===== src/lrucp_pkg.sv =====
// ----------------------------------------------------------------------------
// lrucp_pkg
// Shared types and constants for the LRU line cache with next-line prefetch.
// ----------------------------------------------------------------------------
package lrucp_pkg;

    // Parameter defaults
    localparam int LINES_DEF      = 16;
    localparam int LINE_BYTES_DEF = 64;
    localparam int ADDR_BITS_DEF  = 32;

    // Item field widths
    localparam int ADDR_W   = 32;
    localparam int COST_W   = 32;
    localparam int REQ_W    = 2;
    localparam int IN_TDATA_W  = 32;
    localparam int OUT_TDATA_W = 72;

    // Configuration port
    localparam int CFG_DATA_W = 16;
    localparam int CFG_IDX_W  = 1;
    localparam int HIT_COST_W = 16;
    localparam int WIN_W      = 7;

    localparam logic [CFG_IDX_W-1:0] REG_HIT_COST        = 1'd0;
    localparam logic [CFG_IDX_W-1:0] REG_PREFETCH_WINDOW = 1'd1;

    localparam logic [HIT_COST_W-1:0] HIT_COST_RESET = 16'd1;
    localparam logic [WIN_W-1:0]      WINDOW_RESET   = 7'd8;

    // Controller states
    typedef enum logic [2:0] {
        ST_IDLE,
        ST_SCAN,
        ST_MOVE,
        ST_INSERT,
        ST_FINISH
    } lrucp_state_t;

    // What a shift pass places at the front
    typedef enum logic [1:0] {
        SRC_MOVE,
        SRC_MISS,
        SRC_PF
    } lrucp_src_t;

    typedef struct packed {
        logic       load;
        logic       scan;
        logic       shift_start;
        lrucp_src_t src;
        logic       shift_run;
        logic       finish;
    } lrucp_cmd_t;

    typedef struct packed {
        logic scan_done;
        logic hit;
        logic pf_want;
        logic shift_done;
        logic out_free;
    } lrucp_status_t;

endpackage


===== src/lrucp_ctrl.sv =====
// ----------------------------------------------------------------------------
// lrucp_ctrl
// Sequencer: accept, scan the tag store, reorder/insert, then post a result.
// ----------------------------------------------------------------------------
module lrucp_ctrl import lrucp_pkg::*; (
    input  logic          aclk,
    input  logic          aresetn,
    input  logic          s_tvalid,
    output logic          s_tready,
    input  lrucp_status_t st,
    output lrucp_cmd_t    cmd
);

    lrucp_state_t state_reg, state_next;

    // State register
    always_ff @(posedge aclk) begin
        if (!aresetn) begin
            state_reg <= ST_IDLE;
        end else begin
            state_reg <= state_next;
        end
    end

    // Next state and commands
    always_comb begin
        state_next = state_reg;
        cmd        = '0;
        cmd.src    = SRC_MOVE;
        s_tready   = 1'b0;
        case (state_reg)
            ST_IDLE: begin
                s_tready = 1'b1;
                if (s_tvalid) begin
                    cmd.load   = 1'b1;
                    state_next = ST_SCAN;
                end
            end
            ST_SCAN: begin
                cmd.scan = 1'b1;
                if (st.scan_done) begin
                    cmd.shift_start = 1'b1;
                    if (st.hit) begin
                        cmd.src    = SRC_MOVE;
                        state_next = ST_MOVE;
                    end else begin
                        cmd.src    = SRC_MISS;
                        state_next = ST_INSERT;
                    end
                end
            end
            ST_MOVE: begin
                cmd.shift_run = 1'b1;
                if (st.shift_done) begin
                    if (st.pf_want) begin
                        cmd.shift_start = 1'b1;
                        cmd.src         = SRC_PF;
                        state_next      = ST_INSERT;
                    end else begin
                        state_next = ST_FINISH;
                    end
                end
            end
            ST_INSERT: begin
                cmd.shift_run = 1'b1;
                if (st.shift_done) begin
                    state_next = ST_FINISH;
                end
            end
            ST_FINISH: begin
                if (st.out_free) begin
                    cmd.finish = 1'b1;
                    state_next = ST_IDLE;
                end
            end
            default: begin
                state_next = ST_IDLE;
            end
        endcase
    end

endmodule


===== src/lrucp_dp.sv =====
// ----------------------------------------------------------------------------
// lrucp_dp
// Tag store memory, scan compare, shift engine, cost total and result register.
// ----------------------------------------------------------------------------
module lrucp_dp import lrucp_pkg::*; #(
    parameter int LINES      = LINES_DEF,
    parameter int LINE_BYTES = LINE_BYTES_DEF,
    parameter int ADDR_BITS  = ADDR_BITS_DEF
) (
    input  logic                  aclk,
    input  logic                  aresetn,
    input  logic [HIT_COST_W-1:0] hit_cost,
    input  logic [WIN_W-1:0]      prefetch_window,
    input  logic                  in_mode,
    input  logic [ADDR_W-1:0]     in_address,
    input  lrucp_cmd_t            cmd,
    output lrucp_status_t         st,
    input  logic                  m_tready,
    output logic                  m_valid,
    output logic                  out_hit,
    output logic [REQ_W-1:0]      out_next_request,
    output logic                  out_prefetch_issued,
    output logic [ADDR_W-1:0]     out_prefetch_address,
    output logic [COST_W-1:0]     out_cost_total
);

    localparam int OFFB = $clog2(LINE_BYTES);
    localparam int IW   = (LINES > 1) ? $clog2(LINES) : 1;
    localparam int OCCW = $clog2(LINES + 1);
    localparam int EW   = 2 * ADDR_BITS;
    localparam int SUMW = ((OFFB > WIN_W) ? OFFB : WIN_W) + 1;

    // Entry: line start in the upper half, fill address in the lower half
    logic [EW-1:0] mem [LINES];

    logic                 mode_reg;
    logic [ADDR_BITS-1:0] addr_reg, start_reg, next_reg, fill_reg;
    logic [OCCW-1:0]      occ_reg, occ_next;
    logic [OCCW-1:0]      idx_reg, idx_next;
    logic                 cmp_valid_reg, cmp_valid_next;
    logic [IW-1:0]        cmp_idx_reg;
    logic                 hit_reg, nfound_reg, pf_reg;
    logic [IW-1:0]        pos_reg;
    logic                 wr_pend_reg, wr_pend_next;
    logic [IW-1:0]        wr_addr_reg;
    logic [EW-1:0]        wval_reg, rd_reg;
    logic [COST_W-1:0]    cost_reg, cost_next;
    logic                 m_valid_reg, m_valid_next;

    logic [ADDR_BITS-1:0] addr_in, start_in, next_in;
    logic [ADDR_BITS-1:0] rd_line;
    logic [OFFB-1:0]      offset;
    logic                 win_ok;
    logic [OCCW-1:0]      top_ins, idx_m1;
    logic                 scan_issue, shift_rd, front_wr;
    logic                 rd_en, mem_we;
    logic [IW-1:0]        rd_addr, mem_waddr;
    logic [EW-1:0]        mem_wdata;

    // Line start and next line of the incoming address
    assign addr_in  = (ADDR_BITS)'(in_address);
    assign start_in = {addr_in[ADDR_BITS-1:OFFB], {OFFB{1'b0}}};
    assign next_in  = start_in + (ADDR_BITS)'(LINE_BYTES);

    assign rd_line = rd_reg[EW-1:ADDR_BITS];
    assign offset  = addr_reg[OFFB-1:0];
    assign win_ok  = (SUMW'(offset) + SUMW'(prefetch_window)) > SUMW'(LINE_BYTES);

    // Insert keeps at most LINES-1 older entries
    assign top_ins = (occ_reg == OCCW'(LINES)) ? OCCW'(LINES - 1) : occ_reg;
    assign idx_m1  = idx_reg - 1'b1;

    // Memory port usage
    assign scan_issue = cmd.scan && (idx_reg != occ_reg);
    assign shift_rd   = cmd.shift_run && (idx_reg != '0);
    assign front_wr   = cmd.shift_run && (idx_reg == '0) && !wr_pend_reg;
    assign rd_en      = scan_issue || shift_rd;
    assign rd_addr    = scan_issue ? idx_reg[IW-1:0] : idx_m1[IW-1:0];
    assign mem_we     = wr_pend_reg || front_wr;
    assign mem_waddr  = wr_pend_reg ? wr_addr_reg : '0;
    assign mem_wdata  = wr_pend_reg ? rd_reg : wval_reg;

    // Status to the controller
    assign st.scan_done  = (idx_reg == occ_reg) && !cmp_valid_reg;
    assign st.hit        = hit_reg;
    assign st.pf_want    = hit_reg && (addr_reg > fill_reg) && win_ok && !nfound_reg;
    assign st.shift_done = (idx_reg == '0) && !wr_pend_reg;
    assign st.out_free   = !m_valid_reg || m_tready;

    // Tag store memory
    always_ff @(posedge aclk) begin
        if (mem_we) begin
            mem[mem_waddr] <= mem_wdata;
        end
        if (rd_en) begin
            rd_reg <= mem[rd_addr];
        end
    end

    // Next values of control state
    always_comb begin
        idx_next = idx_reg;
        if (cmd.load) begin
            idx_next = '0;
        end else if (cmd.shift_start) begin
            idx_next = (cmd.src == SRC_MOVE) ? OCCW'(pos_reg) : top_ins;
        end else if (scan_issue) begin
            idx_next = idx_reg + 1'b1;
        end else if (shift_rd) begin
            idx_next = idx_m1;
        end

        occ_next = occ_reg;
        if (cmd.shift_start && (cmd.src != SRC_MOVE)) begin
            occ_next = top_ins + 1'b1;
        end

        cmp_valid_next = scan_issue;
        wr_pend_next   = shift_rd;

        cost_next = cost_reg;
        if (cmd.finish && hit_reg) begin
            cost_next = cost_reg + COST_W'(hit_cost);
        end

        m_valid_next = m_valid_reg;
        if (cmd.finish) begin
            m_valid_next = 1'b1;
        end else if (m_tready) begin
            m_valid_next = 1'b0;
        end
    end

    always_ff @(posedge aclk) begin
        if (!aresetn) begin
            idx_reg       <= '0;
            occ_reg       <= '0;
            cmp_valid_reg <= 1'b0;
            wr_pend_reg   <= 1'b0;
            cost_reg      <= '0;
            m_valid_reg   <= 1'b0;
        end else begin
            idx_reg       <= idx_next;
            occ_reg       <= occ_next;
            cmp_valid_reg <= cmp_valid_next;
            wr_pend_reg   <= wr_pend_next;
            cost_reg      <= cost_next;
            m_valid_reg   <= m_valid_next;
        end
    end

    // Item payload, scan results and shift bookkeeping
    always_ff @(posedge aclk) begin
        cmp_idx_reg <= idx_reg[IW-1:0];
        wr_addr_reg <= idx_reg[IW-1:0];
        if (cmd.load) begin
            mode_reg   <= in_mode;
            addr_reg   <= addr_in;
            start_reg  <= start_in;
            next_reg   <= next_in;
            hit_reg    <= 1'b0;
            nfound_reg <= 1'b0;
            pf_reg     <= 1'b0;
        end else if (cmp_valid_reg) begin
            if (rd_line == start_reg) begin
                hit_reg  <= 1'b1;
                pos_reg  <= cmp_idx_reg;
                fill_reg <= rd_reg[ADDR_BITS-1:0];
            end
            if (rd_line == next_reg) begin
                nfound_reg <= 1'b1;
            end
        end
        if (cmd.shift_start) begin
            case (cmd.src)
                SRC_MOVE: wval_reg <= {start_reg, fill_reg};
                SRC_MISS: wval_reg <= {start_reg, addr_reg};
                SRC_PF: begin
                    wval_reg <= {next_reg, next_reg};
                    pf_reg   <= 1'b1;
                end
                default: wval_reg <= {start_reg, addr_reg};
            endcase
        end
        // Load the result register
        if (cmd.finish) begin
            out_hit              <= hit_reg;
            out_next_request     <= {mode_reg, ~hit_reg};
            out_prefetch_issued  <= pf_reg;
            out_prefetch_address <= pf_reg ? ADDR_W'(next_reg) : '0;
            out_cost_total       <= cost_next;
        end
    end

    assign m_valid = m_valid_reg;

    // Checks
    a_occ_bound: assert property (@(posedge aclk) disable iff (!aresetn)
        occ_reg <= OCCW'(LINES))
        else $error("occupancy above store size");

    a_finish_posts: assert property (@(posedge aclk) disable iff (!aresetn)
        cmd.finish |=> m_valid_reg)
        else $error("result not posted after finish");

    a_pf_on_hit: assert property (@(posedge aclk) disable iff (!aresetn)
        (m_valid_reg && out_prefetch_issued) |-> out_hit)
        else $error("prefetch reported without a hit");

    a_pend_in_shift: assert property (@(posedge aclk) disable iff (!aresetn)
        wr_pend_reg |-> cmd.shift_run)
        else $error("pending shift write outside a shift pass");

endmodule


===== src/lru_line_cache_with_prefetch.sv =====
// ----------------------------------------------------------------------------
// lru_line_cache_with_prefetch
// Fully associative LRU line tag store with next-line prefetch.
// ----------------------------------------------------------------------------
// Usage:
//   Input beats carry one access: s_tuser is the access kind (0 read,
//   1 write), s_tdata the byte address. Each access yields exactly one
//   output beat with hit, next-level request, prefetch flag and address,
//   and the running hit-cost total. Registers hit_cost and prefetch_window
//   are written through cfg_we/cfg_index/cfg_data. They are to be written
//   only while the block is idle; the block itself does not enforce this.
//   Steps per access: accept, scan of the valid entries, reorder (hit) or
//   insert (miss), an optional prefetch insert after a hit, then the result.
//   The tag memory, with one read and one write per cycle, sets the pace:
//   one entry is compared or moved per cycle. One access is in flight at a
//   time; the next beat is taken while a finished result still waits in
//   the output register.
//   Reset empties the store, clears the cost total, and restores
//   hit_cost = 1 and prefetch_window = 8. When m_tready is low the result
//   holds; while an earlier result still waits there, the block stalls in
//   its final step until that beat is taken.
// ----------------------------------------------------------------------------
module lru_line_cache_with_prefetch import lrucp_pkg::*; #(
    parameter int LINES      = LINES_DEF,
    parameter int LINE_BYTES = LINE_BYTES_DEF,
    parameter int ADDR_BITS  = ADDR_BITS_DEF
) (
    input  logic                   aclk,
    input  logic                   aresetn,
    input  logic                   cfg_we,
    input  logic [CFG_IDX_W-1:0]   cfg_index,
    input  logic [CFG_DATA_W-1:0]  cfg_data,
    input  logic                   s_tvalid,
    output logic                   s_tready,
    input  logic [IN_TDATA_W-1:0]  s_tdata,   // [31:0] address
    input  logic                   s_tuser,   // [0] mode
    output logic                   m_tvalid,
    input  logic                   m_tready,
    output logic [OUT_TDATA_W-1:0] m_tdata    // [0] hit, [2:1] next_request,
                                              // [3] prefetch_issued,
                                              // [35:4] prefetch_address,
                                              // [67:36] cost_total, [71:68] 0
);

    logic [HIT_COST_W-1:0] hit_cost_reg;
    logic [WIN_W-1:0]      window_reg;
    lrucp_cmd_t            cmd;
    lrucp_status_t         st;
    logic                  o_hit, o_pf;
    logic [REQ_W-1:0]      o_req;
    logic [ADDR_W-1:0]     o_pfa;
    logic [COST_W-1:0]     o_cost;

    // Configuration registers
    always_ff @(posedge aclk) begin
        if (!aresetn) begin
            hit_cost_reg <= HIT_COST_RESET;
            window_reg   <= WINDOW_RESET;
        end else if (cfg_we) begin
            case (cfg_index)
                REG_HIT_COST:        hit_cost_reg <= cfg_data;
                REG_PREFETCH_WINDOW: window_reg   <= cfg_data[WIN_W-1:0];
                default: ;
            endcase
        end
    end

    lrucp_ctrl u_ctrl (
        .aclk     (aclk),
        .aresetn  (aresetn),
        .s_tvalid (s_tvalid),
        .s_tready (s_tready),
        .st       (st),
        .cmd      (cmd)
    );

    lrucp_dp #(
        .LINES      (LINES),
        .LINE_BYTES (LINE_BYTES),
        .ADDR_BITS  (ADDR_BITS)
    ) u_dp (
        .aclk                 (aclk),
        .aresetn              (aresetn),
        .hit_cost             (hit_cost_reg),
        .prefetch_window      (window_reg),
        .in_mode              (s_tuser),
        .in_address           (s_tdata),
        .cmd                  (cmd),
        .st                   (st),
        .m_tready             (m_tready),
        .m_valid              (m_tvalid),
        .out_hit              (o_hit),
        .out_next_request     (o_req),
        .out_prefetch_issued  (o_pf),
        .out_prefetch_address (o_pfa),
        .out_cost_total       (o_cost)
    );

    // Pack the result beat
    assign m_tdata = {4'b0000, o_cost, o_pfa, o_pf, o_req, o_hit};

endmodule


===== config.mk =====
export PLATFORM = sky130hd
export DESIGN_NAME = lru_line_cache_with_prefetch
export DESIGN_NICKNAME = d
export VERILOG_FILES = /design/src/lrucp_pkg.sv /design/src/lrucp_ctrl.sv /design/src/lrucp_dp.sv /design/src/lru_line_cache_with_prefetch.sv
export SDC_FILE = /design/constraint.sdc
export NUM_CORES = 2
export LEC_CHECK = 0
export BUFFER_PORTS_ARGS = -buffer_cell sky130_fd_sc_hd__buf_4
export CORE_ASPECT_RATIO = 0.75
export CORE_MARGIN = 3
export CORE_UTILIZATION = 29
export CTS_BUF_LIST = sky130_fd_sc_hd__clkbuf_8
export CTS_CLUSTER_SIZE = 12
export DETAILED_ROUTE_END_ITERATION = 7
export GPL_TIMING_DRIVEN = 0
export SYNTH_ARGS = -nofsm -noshare
export SYNTH_HDL_FRONTEND = slang
export SYNTH_SLANG_ARGS = --single-unit

===== constraint.sdc =====
create_clock -name aclk -period 11.6 [get_ports aclk]
set_clock_uncertainty 0.2 [all_clocks]
set_input_delay 1.16 -clock aclk [delete_from_list [all_inputs] [get_ports aclk]]
set_output_delay 1.16 -clock aclk [all_outputs]
set_load 0.005 [all_outputs]

==> flow_metrics.tcl <==
set metrics [dict create \
    final_net_count 3542 \
    crit_path_end_kind "flip-flop" \
    p_total_w 0.0151 \
    drive_gt1_share_pct 23.5 \
    initial_core_util_pct 29.3 \
    async_flop_share_pct 0 \
    cts_max_level 4 \
    crit_required_ns 11.98 \
    startpoint_type "flip-flop" \
    drt-total-wl_mm 152 \
    clk_path_buf_depth 3 \
    hold_end "u_dp.cmp_idx_reg[3]$_DFF_P_" \
    path_cells "nor2b_1 -> nand2b_1 -> o21bai_1 -> buf_2 -> ha_1 -> clkbuf_1 -> clkbuf_1 -> clkbuf_1 -> mux4_2 -> a22oi_1 -> nand2_1" \
    arrival_ns 5.73 \
    holdCritPathClass "reg -> reg" \
    reg2reg_depth 11 \
    cts_tree "done" \
    pre_cts_slack_ns 6.22 \
    grt_util_all_layers_pct 15.3 \
    first_pass_iters 5 \
    clk_pin_slew_worst_paths_ns 0.07 \
    wl_per_cell_um 25.0 \
    routabilityCongestion 0.913 \
    rsz0062_at_grt "no" \
    max_freq_ghz 0.187 \
    dieArea_sq_um 195000 \
    cts_made_buffers 193 \
    cp_num_buf_inv 4 \
    grt_pass1_vias 29266 \
    worstMarginPinSlew_ns 1.41 \
    worstSkewPairLatency_ns 0.88 \
    stdcell_count 6080 \
    core_area_sq_um 187000 \
    synth_edf_count 1303 \
    cts_hold_buf 0 \
    hold_viol 0 \
    die_w_um 508 \
    max_slew_margin_pct 6.21 \
    vias 30500 \
    tns_ns 0 \
    worstSetupPathType "reg -> reg" \
    fillers 17534 \
    synth_flop_cell "edfxtp_1" \
    timing.rr.end "u_dp.rd_reg[0]$_DFFE_PP_" \
    fin_crit_ns 5.35 \
    cts_root_buf "clkbuf_8" \
    synth_area_per_cell_sq_um 18.2 \
    cp_slowest_stage_delay_ns 1.01 \
    r2r_slack_ns 6.25 \
    yosys_warnings 0 \
    ys_seq_area_share_pct 74.2 \
    drv_slew 0 \
    largest_reg_flops 1024 \
    drtIter0Drc 4104 \
    synth_cell_types 75 \
    crit_top_cell "clkbuf_1" \
    hold_depth 0 \
    io_buffers 115 \
    post-route-period-util_pct 46.1 \
    core.rowCount 137 \
    grt_overflow 0 \
    peakVddDrop_mv 0.185 \
    netlist_area_sq_um 54900 \
    p_leak_nw 21.0 \
    finalSetupViolCount 0 \
    numPlacedInstances 5732 \
    route.detailed.drc 0 \
    setup_ws_ns 6.25 \
    rr_startpoint "u_ctrl.state_reg[0]$_SDFFE_PN0P_" \
    post_cts_buffers 0 \
    syn2layout_area_growth_pct 16.6 \
    hp-start "u_dp.idx_reg[3]$_SDFFE_PP0P_" \
    power.density_nw_per_um2 236 \
    antenna_left 0 \
    clock_sinks 1381 \
    maxCapViolations 0 \
    via_per_inst 5.02 \
    grt_pass1_wl_mm 216 \
    critPathSlowestCell "clkbuf_1" \
    ys_seq_elements 1381 \
    cts_resized 0 \
    antenna_found_initial 8 \
    pin_count 129 \
    hold_ws_ns 0.161 \
    status "complete, no violations" \
    die_h_um 383 \
    grt_max_degree 55 \
    crit_family "buffers and inverters" \
    crit_path_max_fanout 10 \
    syn_inst 3009 \
    dpl.hpwl_mm 106 \
]
cells in the mapped netlist (7+ instances only):
library cell	n	area share (%)
a211oi_1	9	0.12
a21o_1	12	0.16
a21oi_1	64	0.58
a22oi_1	130	1.8
and2_1	59	0.67
and3_1	9	0.10
buf_1	20	0.14
buf_2	19	0.17
buf_4	12	0.16
clkbuf_1	97	0.66
dfxtp_1	78	2.8
edfxtp_1	1303	71
ha_1	60	1.4
inv_1	52	0.36
mux2_2	59	1.2
mux4_2	256	11
nand2_1	305	2.1
nand2b_1	11	0.13
nand3_1	73	0.67
nand4_1	21	0.24
nor2_1	47	0.32
nor3_1	20	0.18
nor4_1	15	0.17
o21a_1	7	0.096
o21ai_0	36	0.33
o31ai_1	15	0.21
or2_2	7	0.080
or3_1	16	0.18
xnor2_1	54	0.86
xor2_1	48	0.77
final cells by class:
| type | instances | area [sq um] | area share [%] |
|---|---|---|---|
| repair buffers | 212 | 2340 | 3.66 |
| clock inverters | 143 | 688 | 1.08 |
| clock buffers | 200 | 2750 | 4.30 |
| flip-flops and latches | 1381 | 40700 | 63.6 |
| diodes | 5 | 12.5 | 0.0196 |
| plain buffers | 149 | 639 | 0.999 |
| multi-input cells | 1436 | 13500 | 21.2 |
| well taps | 2502 | 3130 | 4.89 |
| inverters | 52 | 200 | 0.313 |
how the worst max path moves through the flow:
stage	from	end	slack (ns)	depth (start not counted)
finish	u_ctrl.state_reg[0]$_SDFFE_PN0P_	u_dp.rd_reg[0]$_DFFE_PP_	6.25	11
global route	u_ctrl.state_reg[0]$_SDFFE_PN0P_	u_dp.rd_reg[7]$_DFFE_PP_	5.95	11
CTS	u_ctrl.state_reg[0]$_SDFFE_PN0P_	u_dp.rd_reg[0]$_DFFE_PP_	6.23	11
detailed placement	u_ctrl.state_reg[0]$_SDFFE_PN0P_	u_dp.rd_reg[0]$_DFFE_PP_	6.22	11
global placement	u_dp.wr_pend_reg$_SDFF_PN0_	u_dp.mem[6][52]$_DFFE_PP_	-2.22	4
floorplan	s_tvalid	u_dp.fill_reg[0]$_DFFE_PP_	4.61	4
worst register-to-register path, delay by kind of cell, from the launching register on:
family | cells | cell delay [ns]
AO/OA/AOI/OAI | 2 | 0.50
buffers and inverters | 4 | 2.36
adder cells (fa/ha/maj) | 1 | 0.31
flip-flops | 1 | 0.51
AND/OR/NAND/NOR | 3 | 0.58
multiplexers | 1 | 0.63
logic make-up (layout without fill, tap and decap cells):
group / after synthesis / in the layout / share of synthesized area [%]
and+or+nand+nor: 614 / 614 / 5.28
DFF: 1381 / 1381 / 74.2
xor gates and xnor gates: 102 / 102 / 1.63
buffers and inverters: 201 / 756 / 1.51
adders and majority gates: 62 / 62 / 1.44
other: 1 / 15 / 0.00683
muxes: 320 / 320 / 11.8
AOI/OAI and AO/OA: 328 / 328 / 4.17
where the power goes:
group          total [W]  internal (W)  switching [W]  leakage (nW)
sequential       0.00689       0.00657       0.000320          12.4
combinational    0.00469       0.00168        0.00301          6.64
clock            0.00351       0.00163        0.00188          2.00
metal layers:
metal | global-route usage, % | routed length, um
met5 | 0 | 0
met4 | 4.61 | 3710
met3 | 3.58 | 14900
met2 | 21.9 | 65400
met1 | 23.0 | 68000
per-stage QoR:
step	instance area, sq um	utilization, %
floorplan	54900	-
finish	64000	34.2
global placement	58900	31.5
CTS	64000	34.2
global route	64000	34.2
detailed placement	60500	32.4
placed cells by master, fill, tap and decap left out, types with 11 or more instances in the layout:
cell and count:
a21o_1 12, a21oi_1 63, a22oi_1 130, and2_1 59, buf_1 20, buf_12 28
buf_2 19, buf_4 136, buf_6 45, clkbuf_1 94, clkbuf_8 200, clkinv_1 42
clkinv_2 15, dfxtp_1 78, edfxtp_1 1303, ha_1 60, inv_1 119, mux2_2 59
mux4_2 256, nand2_1 304, nand2b_1 11, nand3_1 73, nand4_1 21, nor2_1 37
nor3_1 14, nor4_1 13, o21ai_0 36, o31ai_1 15, or3_1 16, xnor2_1 54
xor2_1 48
Note: power is estimated with default switching activity, not from simulation.
